File: src/rtl/core/bfm_pkg.sv
// Shared widths, constants and register indexes for the beacon frequency meter.
`default_nettype none

package bfm_pkg;

    localparam int unsigned FreqW   = 20;
    localparam int unsigned TimeW   = 32;
    localparam int unsigned TickW   = 8;
    localparam int unsigned CfgIdxW = 3;

    // Dividend of the reciprocal measurement: one second in microseconds.
    localparam logic [FreqW-1:0] ScaleUs = 20'd1000000;
    // One restoring step per dividend bit.
    localparam int unsigned DivSteps = FreqW;
    localparam int unsigned DivCntW  = $clog2(DivSteps);

    localparam logic [TickW-1:0] TickMax = '1;

    // Configuration register indexes.
    localparam logic [CfgIdxW-1:0] RegHighCenter  = 3'd0;
    localparam logic [CfgIdxW-1:0] RegLowCenter   = 3'd1;
    localparam logic [CfgIdxW-1:0] RegNoiseBand   = 3'd2;
    localparam logic [CfgIdxW-1:0] RegHighReport  = 3'd3;
    localparam logic [CfgIdxW-1:0] RegLowReport   = 3'd4;
    localparam logic [CfgIdxW-1:0] RegTimeoutTick = 3'd5;

    // Register values after reset.
    localparam logic [FreqW-1:0] RstHighCenter = 20'd700;
    localparam logic [FreqW-1:0] RstLowCenter  = 20'd23;
    localparam logic [FreqW-1:0] RstNoiseBand  = 20'd20;
    localparam logic [FreqW-1:0] RstHighReport = 20'd700;
    localparam logic [FreqW-1:0] RstLowReport  = 20'd23;
    localparam logic [TickW-1:0] RstTimeout    = 8'd5;

    // Operation codes of an input beat.
    localparam logic OpEdge = 1'b0;
    localparam logic OpTick = 1'b1;

endpackage

`default_nettype wire

File: src/rtl/core/bfm_divider.sv
// Iterative restoring divider: one quotient bit per cycle of the fixed scale by a period.
`default_nettype none

module bfm_divider
    import bfm_pkg::*;
(
    input  wire logic             i_clk,
    input  wire logic             i_rst_n,
    input  wire logic             i_start,
    input  wire logic [TimeW-1:0] i_divisor,
    output logic                  o_done,
    output logic [FreqW-1:0]      o_quotient
);

    logic               r_busy, n_busy;
    logic               r_done, n_done;
    logic [DivCntW-1:0] r_cnt, n_cnt;
    logic [TimeW-1:0]   r_div, n_div;
    logic [TimeW-1:0]   r_rem, n_rem;
    logic [FreqW-1:0]   r_dvd, n_dvd;

    logic [TimeW:0]     trial;
    logic               fits;

    // The dividend register shifts out dividend bits and shifts in quotient bits.
    assign trial = {r_rem, r_dvd[FreqW-1]};
    assign fits  = (trial >= {1'b0, r_div});

    always_comb begin
        n_busy = r_busy;
        n_done = 1'b0;
        n_cnt  = r_cnt;
        n_div  = r_div;
        n_rem  = r_rem;
        n_dvd  = r_dvd;
        if (i_start) begin
            n_busy = 1'b1;
            n_cnt  = DivCntW'(DivSteps - 1);
            n_div  = i_divisor;
            n_rem  = '0;
            n_dvd  = ScaleUs;
        end else if (r_busy) begin
            n_rem = fits ? TimeW'(trial - {1'b0, r_div}) : trial[TimeW-1:0];
            n_dvd = {r_dvd[FreqW-2:0], fits};
            if (r_cnt == '0) begin
                n_busy = 1'b0;
                n_done = 1'b1;
            end else begin
                n_cnt = r_cnt - 1'b1;
            end
        end
    end

    always_ff @(posedge i_clk) begin
        if (!i_rst_n) begin
            r_busy <= 1'b0;
            r_done <= 1'b0;
        end else begin
            r_busy <= n_busy;
            r_done <= n_done;
        end
        r_cnt <= n_cnt;
        r_div <= n_div;
        r_rem <= n_rem;
        r_dvd <= n_dvd;
    end

    assign o_done     = r_done;
    assign o_quotient = r_dvd;

endmodule

`default_nettype wire

File: src/rtl/core/bfm_band_check.sv
// Band test shared by both beacon bands: is the quotient strictly inside center +/- band.
`default_nettype none

module bfm_band_check
    import bfm_pkg::*;
(
    input  wire logic [FreqW-1:0] i_quotient,
    input  wire logic [FreqW-1:0] i_center,
    input  wire logic [FreqW-1:0] i_band,
    output logic                  o_inside
);

    logic [FreqW:0] q_plus_band;
    logic [FreqW:0] c_plus_band;

    // center - band < q is rewritten as center < q + band, so no signed math is needed.
    assign q_plus_band = {1'b0, i_quotient} + {1'b0, i_band};
    assign c_plus_band = {1'b0, i_center} + {1'b0, i_band};
    assign o_inside    = (q_plus_band > {1'b0, i_center}) &&
                         ({1'b0, i_quotient} < c_plus_band);

endmodule

`default_nettype wire

File: src/rtl/core/beacon_frequency_meter.sv
// Top level of the beacon frequency meter: sequencer, state and channel registers.
//
//  Channel | Direction | Handshake              | Payload
//  --------+-----------+------------------------+--------------------------------
//  in      | sink      | i_in_valid/o_in_stall  | i_operation, i_timestamp_us
//  out     | source    | o_out_valid/i_out_stall| o_frequency_hz
//  cfg     | sink      | i_cfg_we               | i_cfg_index, i_cfg_data
//
// A tick beat goes from acceptance through ST_OUT back to ST_IDLE before the block is ready again.
// An edge beat runs the restoring divider, one quotient bit per cycle; then ST_DIV takes
// the quotient, ST_HIGH and, unless the high band matches, ST_LOW step the single band
// checker through the high and then the low band, and ST_OUT loads the result before
// ST_IDLE accepts the next beat.
// The result sits in an output register, so the next beat is accepted while an
// earlier result still waits; the block holds off input while a beat is in
// progress, and a new result waits while the output register is full under stall.
// Reset is synchronous and active low; it restores the state, configuration and most
// measurement registers to their documented values and empties the output register.
`default_nettype none

module beacon_frequency_meter
    import bfm_pkg::*;
(
    input  wire logic               i_clk,
    input  wire logic               i_rst_n,
    input  wire logic               i_in_valid,
    output logic                    o_in_stall,
    input  wire logic               i_operation,
    input  wire logic [TimeW-1:0]   i_timestamp_us,
    output logic                    o_out_valid,
    input  wire logic               i_out_stall,
    output logic [FreqW-1:0]        o_frequency_hz,
    input  wire logic               i_cfg_we,
    input  wire logic [CfgIdxW-1:0] i_cfg_index,
    input  wire logic [FreqW-1:0]   i_cfg_data
);

    typedef enum logic [2:0] {
        ST_IDLE,
        ST_DIV,
        ST_HIGH,
        ST_LOW,
        ST_OUT
    } t_state;

    t_state r_state, n_state;

    // Configuration registers.
    logic [FreqW-1:0] r_high_center, n_high_center;
    logic [FreqW-1:0] r_low_center,  n_low_center;
    logic [FreqW-1:0] r_noise_band,  n_noise_band;
    logic [FreqW-1:0] r_high_report, n_high_report;
    logic [FreqW-1:0] r_low_report,  n_low_report;
    logic [TickW-1:0] r_timeout,     n_timeout;

    // Measurement state.
    logic [TimeW-1:0] r_last_edge, n_last_edge;
    logic [FreqW-1:0] r_freq,      n_freq;
    logic             r_pulse,     n_pulse;
    logic [TickW-1:0] r_ticks,     n_ticks;
    logic             r_zero,      n_zero;
    logic [FreqW-1:0] r_quot,      n_quot;

    // Output register.
    logic             r_out_valid, n_out_valid;
    logic [FreqW-1:0] r_out_freq,  n_out_freq;

    logic             in_accept;
    logic             out_free;
    logic [TimeW-1:0] period;
    logic [TickW-1:0] ticks_inc;
    logic             div_start;
    logic             div_done;
    logic [FreqW-1:0] div_quot;
    logic [FreqW-1:0] band_center;
    logic             band_inside;

    assign in_accept = i_in_valid && !o_in_stall;
    assign out_free  = !r_out_valid || !i_out_stall;
    // The subtraction wraps naturally at 32 bits, matching the free-running clock.
    assign period    = i_timestamp_us - r_last_edge;
    assign ticks_inc = (r_ticks == TickMax) ? r_ticks : r_ticks + 1'b1;
    assign div_start = (r_state == ST_IDLE) && in_accept && (i_operation == OpEdge);

    bfm_divider u_divider (
        .i_clk      (i_clk),
        .i_rst_n    (i_rst_n),
        .i_start    (div_start),
        .i_divisor  (period),
        .o_done     (div_done),
        .o_quotient (div_quot)
    );

    // One band checker serves both bands; the high band is tested first and wins.
    assign band_center = (r_state == ST_HIGH) ? r_high_center : r_low_center;

    bfm_band_check u_band (
        .i_quotient (r_quot),
        .i_center   (band_center),
        .i_band     (r_noise_band),
        .o_inside   (band_inside)
    );

    always_comb begin
        n_state       = r_state;
        n_high_center = r_high_center;
        n_low_center  = r_low_center;
        n_noise_band  = r_noise_band;
        n_high_report = r_high_report;
        n_low_report  = r_low_report;
        n_timeout     = r_timeout;
        n_last_edge   = r_last_edge;
        n_freq        = r_freq;
        n_pulse       = r_pulse;
        n_ticks       = r_ticks;
        n_zero        = r_zero;
        n_quot        = r_quot;
        n_out_valid   = r_out_valid;
        n_out_freq    = r_out_freq;

        // The downstream side takes the waiting beat.
        if (r_out_valid && !i_out_stall) begin
            n_out_valid = 1'b0;
        end

        if (i_cfg_we) begin
            unique case (i_cfg_index)
                RegHighCenter:  n_high_center = i_cfg_data;
                RegLowCenter:   n_low_center  = i_cfg_data;
                RegNoiseBand:   n_noise_band  = i_cfg_data;
                RegHighReport:  n_high_report = i_cfg_data;
                RegLowReport:   n_low_report  = i_cfg_data;
                RegTimeoutTick: n_timeout     = i_cfg_data[TickW-1:0];
                default: ;
            endcase
        end

        unique case (r_state)
            ST_IDLE: begin
                if (in_accept) begin
                    if (i_operation == OpEdge) begin
                        n_pulse     = 1'b1;
                        n_ticks     = '0;
                        n_last_edge = i_timestamp_us;
                        n_zero      = (period == '0);
                        n_state     = ST_DIV;
                    end else begin
                        n_ticks = ticks_inc;
                        if (!r_pulse) begin
                            if (ticks_inc > r_timeout) begin
                                n_freq = '0;
                            end
                        end else begin
                            n_pulse = 1'b0;
                        end
                        n_state = ST_OUT;
                    end
                end
            end
            ST_DIV: begin
                if (div_done) begin
                    // A zero period saturates to the full scale.
                    n_quot  = r_zero ? ScaleUs : div_quot;
                    n_state = ST_HIGH;
                end
            end
            ST_HIGH: begin
                if (band_inside) begin
                    n_freq  = r_high_report;
                    n_state = ST_OUT;
                end else begin
                    n_state = ST_LOW;
                end
            end
            ST_LOW: begin
                n_freq  = band_inside ? r_low_report : r_quot;
                n_state = ST_OUT;
            end
            ST_OUT: begin
                if (out_free) begin
                    n_out_valid = 1'b1;
                    n_out_freq  = r_freq;
                    n_state     = ST_IDLE;
                end
            end
            default: n_state = ST_IDLE;
        endcase
    end

    always_ff @(posedge i_clk) begin
        if (!i_rst_n) begin
            r_state       <= ST_IDLE;
            r_high_center <= RstHighCenter;
            r_low_center  <= RstLowCenter;
            r_noise_band  <= RstNoiseBand;
            r_high_report <= RstHighReport;
            r_low_report  <= RstLowReport;
            r_timeout     <= RstTimeout;
            r_last_edge   <= '0;
            r_freq        <= '0;
            r_pulse       <= 1'b0;
            r_ticks       <= '0;
            r_out_valid   <= 1'b0;
        end else begin
            r_state       <= n_state;
            r_high_center <= n_high_center;
            r_low_center  <= n_low_center;
            r_noise_band  <= n_noise_band;
            r_high_report <= n_high_report;
            r_low_report  <= n_low_report;
            r_timeout     <= n_timeout;
            r_last_edge   <= n_last_edge;
            r_freq        <= n_freq;
            r_pulse       <= n_pulse;
            r_ticks       <= n_ticks;
            r_out_valid   <= n_out_valid;
        end
        r_zero     <= n_zero;
        r_quot     <= n_quot;
        r_out_freq <= n_out_freq;
    end

    assign o_in_stall     = (r_state != ST_IDLE);
    assign o_out_valid    = r_out_valid;
    assign o_frequency_hz = r_out_freq;

endmodule

`default_nettype wire

File: config.mk
export PLATFORM = sky130hd
export DESIGN_NAME = beacon_frequency_meter
export DESIGN_NICKNAME = d
export VERILOG_FILES = /design/src/rtl/core/bfm_pkg.sv /design/src/rtl/core/bfm_divider.sv /design/src/rtl/core/bfm_band_check.sv /design/src/rtl/core/beacon_frequency_meter.sv
export SDC_FILE = /design/constraint.sdc
export NUM_CORES = 1
export LEC_CHECK = 0
export ABC_AREA = 0
export BUFFER_PORTS_ARGS = -buffer_cell sky130_fd_sc_hd__buf_2
export CORE_MARGIN = 4
export CORE_UTILIZATION = 55
export CTS_BUF_LIST = sky130_fd_sc_hd__clkbuf_16
export CTS_CLUSTER_DIAMETER = 120
export DETAILED_ROUTE_END_ITERATION = 10
export GPL_TIMING_DRIVEN = 0
export PLACE_DENSITY = 0.72
export SLEW_MARGIN = 0
export SYNTH_ARGS = -nofsm -noshare
export SYNTH_HDL_FRONTEND = slang
export SYNTH_SLANG_ARGS = --single-unit
File: constraint.sdc
create_clock -name i_clk -period 6.2 [get_ports i_clk]
set_clock_uncertainty 0.1 [all_clocks]
set_input_delay 0.62 -clock i_clk [delete_from_list [all_inputs] [get_ports i_clk]]
set_output_delay 0.62 -clock i_clk [all_outputs]
set_load 0.02 [all_outputs]
==> metrics.yaml <==
synthesis:
  yosysWarnings: 0
  syn-num-nets: 2299
  seq_area_frac_synth: 0.3798
  synth_edf_count: 73
  synth-seq-cells: 305
  synth_cell_type_count: 78
  synth_cells: 2082
  ys_async_sr_fraction: 0
  synth_area_mm2: 0.01800
  synth.avg_cell_area_um2: 8.645
  synth_flop_cell: "dfxtp_1"
sta:
  min_period_over_period: 0.9473
  setup_viol: 0
  fmax_ghz: 0.1703
  slew_violations: 0
  grt_setup_unrepaired: "false"
  fin_setup_tns_ps: 0
  finalCriticalPeriod_ps: 5873
  relSlewSlack: 0.3597
  hold_viol_final: 0
  tightestPinTransition_ps: 960.4
layout:
  seqCellArea_mm2: 0.006837
  nFillCells: 2789
  diodes: 0
  nets: 2421
  drive_gt1_frac: 0.1022
  multi_input_area_mm2: 0.01041
  area_growth_pct: 11.96
worst_setup_path:
  crit_family: "compound AO/OA/AOI/OAI gates"
  reg2reg_from: "r_state[2]$_SDFFE_PN0P_"
  worstRegToRegCells: 25
  cp-start-kind: "flop"
  cp_slowest_cell: "fa_1"
  r2r_setup_slack_ps: 330
  end_kind: "flop"
  crit_fanout: 10
  crit_top_cell: "a21oi_1"
  cp.required_ps: 6490
  crit_arrival_ps: 6170
  cpPeakStageDelay_ps: 410
  crit_buf_inv: 3
  worst-setup-path-type: "flop to flop"
  reg2reg_to: "r_freq[16]$_SDFFE_PN0P_"
cts:
  cts_buffers: 34
  ctsHtreeMaxLevel: 2
  clockBufferDepth: 3
  clk_latency_ps: 520
  cts.sinks: 305
  cts_hold_buf: 0
  cts_tree: "yes"
  path_clk_slew_ps: 60
  cts-root-buf: "clkbuf_16"
pwr:
  ir_worst_vdd_mv: 0.1952
  power_uw: 5789
  p_leak_uw: 0.008294
  p_per_area_mw_per_mm2: 287.2
drt:
  viasPerCell: 5.739
  num_vias: 15300
  final_antenna_net_count: 0
  drc: 0
  drt_wl_total_mm: 46.73
  drtIter0Drc: 924
  detail_route.wl_per_cell_um: 17.53
  drtPass1Iterations: 5
place:
  dp_hpwl_mm: 35.71
  numPortBuffers: 81
  place_congestion: 0.9050
grt:
  grt_pass1_wl_mm: 74.64
  grt_util_met2: 0.4446
  globalRouteOverflowTotal: 0
  antenna_found_initial: 1
  grt_usage: 0.2548
  global_route.usage.met1: 0.3036
  grt_use_met3: 0.04388
  grt.busiest_layer: "met2"
  grt_max_degree: 34
  grt_pass1_vias: 14940
status:
  status: "complete, no violations"
floorplanning:
  pin_count: 83
  die_h_um: 188.9
  die_w_um: 188.9
  num_rows: 65
  core-area_mm2: 0.03188
  initial_core_util: 0.5646
  dieArea_mm2: 0.03569
min_path:
  hold_path_class: "primary input to flop"
  hold_start: "i_timestamp_us[5]"
  holdPathEnd: "r_last_edge[5]$_SDFFE_PN0P_"
  holdPathStages: 3
run:
  drv_cap: 0
[cells in the final DEF, fill, tap and decap left out, types with 17 or more instances in the layout]
cell / synthesis / routed
buf_2: 5 / 84
nand2_1: 360 / 360
nor2b_1: 45 / 45
a21oi_1: 153 / 152
o21ai_0: 97 / 93
mux2i_1: 30 / 30
nand2b_1: 17 / 17
a22oi_1: 27 / 23
inv_1: 124 / 130
clkbuf_16: 0 / 34
a21o_1: 44 / 44
nor2_1: 109 / 107
clkbuf_1: 74 / 70
and3_1: 18 / 18
mux2_2: 41 / 41
edfxtp_1: 73 / 73
nor3_1: 19 / 19
ha_1: 152 / 152
xor2_1: 33 / 33
dfxtp_1: 232 / 232
o21a_1: 27 / 27
a21boi_0: 121 / 121
nand3_1: 50 / 50
xnor2_1: 55 / 55
[synthesized netlist by cell type, drive strengths merged, types with 7 or more instances]
master / n / area, um^2
nand2: 360 / 1351
nor2b: 46 / 295.3
edfxtp: 73 / 2192
o21bai: 7 / 52.55
ha: 152 / 1902
xor2: 33 / 289.0
nand3: 50 / 250.2
and4: 8 / 70.07
and2: 11 / 68.82
a31oi: 10 / 83.83
inv: 125 / 469.2
a22oi: 27 / 202.7
a211oi: 12 / 95.09
o21ai: 105 / 536.8
nand4: 13 / 81.33
clkbuf: 74 / 277.8
dfxtp: 232 / 4644
nand2b: 17 / 106.4
o21a: 27 / 202.7
or3: 7 / 43.79
a21oi: 153 / 765.7
mux2: 41 / 461.7
and3: 18 / 112.6
o31ai: 7 / 52.55
nor2: 109 / 409.1
xnor2: 55 / 481.7
a21o: 44 / 330.3
or2: 14 / 87.59
a21boi: 123 / 923.4
nor3: 20 / 105.1
mux2i: 30 / 300.3
buf: 10 / 51.29
[metrics by stage]
step           std cells  utilization  hold slack [ps]  instance area [um^2]  setup WS [ps]
2_1_floorplan       2082            -            303.0                 18000          825.3
3_3_place_gp        2598       0.5944            313.9                 18950         -608.7
3_5_place_dp        2600       0.5957            312.6                 18990         -661.2
4_1_cts             2662       0.6304            250.3                 20100          22.95
5_1_grt             2665       0.6321            265.1                 20150          24.57
6_report            2665       0.6321            269.9                 20150          326.8
[kinds of logic after synthesis]
kind of cell | Yosys count | synth area share
DFF | 305 | 0.3798
and+or+nand+nor | 692 | 0.1742
AOI/OAI and AO/OA | 561 | 0.2064
buffers and inverters | 209 | 0.04435
xor gates and xnor gates | 88 | 0.04282
muxes | 71 | 0.04233
adders and majority gates | 156 | 0.1101
[power by group]
part,total [uW],switching [uW],internal [uW]
clock network,1980,848,1140
logic,1490,868,621
registers,2320,110,2200
[metal layers]
metal / wire length, um / vias to the layer above
li1: - / 7542
met1: 19280 / 7180
met2: 22360 / 430
met3: 2623 / 143
met4: 2463 / 0
met5: 0 / -
[flip-flops by register name, indices dropped and copies added, names as in the netlist, 20 cells and up]
register,cells
u_divider.r_div,32
r_low_center,20
r_high_center,20
o_frequency_hz,20
r_freq,20
r_noise_band,20
r_quot,20
r_low_report,20
r_high_report,20
r_last_edge,32
u_divider.o_quotient,20
u_divider.r_rem,32
[what timing repair did]
item                       4_1_cts  5_1_grt
pin swaps                        0        2
gates resized for setup          8       17
setup buffers                    0        3
setup endpoints to repair       23       23
[layout make-up]
type                            instances  share of cell area
Clock buffer                           34             0.04222
Tap cell                              435             0.02701
Multi-Input combinational cell       1568              0.5164
Clock inverter                         28             0.01161
Buffer                                 84             0.01732
Timing Repair Buffer                   86             0.02297
Inverter                              125             0.02328
Sequential cell                       305              0.3392
[how the worst max path moves through the flow]
stage                                 start                       to  slack (ps)  cells after the start
global route        r_state[2]$_SDFFE_PN0P_  r_freq[10]$_SDFFE_PN0P_          20                     27
finish              r_state[2]$_SDFFE_PN0P_  r_freq[16]$_SDFFE_PN0P_         330                     25
detailed placement  r_state[2]$_SDFFE_PN0P_  r_freq[14]$_SDFFE_PN0P_        -660                     26
floorplan           r_state[2]$_SDFFE_PN0P_   r_freq[0]$_SDFFE_PN0P_         830                     26
global placement    r_state[2]$_SDFFE_PN0P_  r_freq[11]$_SDFFE_PN0P_        -610                     24
CTS                 r_state[2]$_SDFFE_PN0P_   r_freq[9]$_SDFFE_PN0P_          20                     26
[worst register-to-register path, delay by kind of cell (launching register included)]
kind | cells | cell delay [ps]
and+or+nand+nor | 5 | 720
buffers and inverters | 3 | 590
AOI/OAI and AO/OA | 11 | 2130
muxes | 2 | 750
adders and majority gates | 3 | 890
DFF | 1 | 390
xor gates and xnor gates | 1 | 170
No activity file was read; power rests on OpenSTA's default activity.
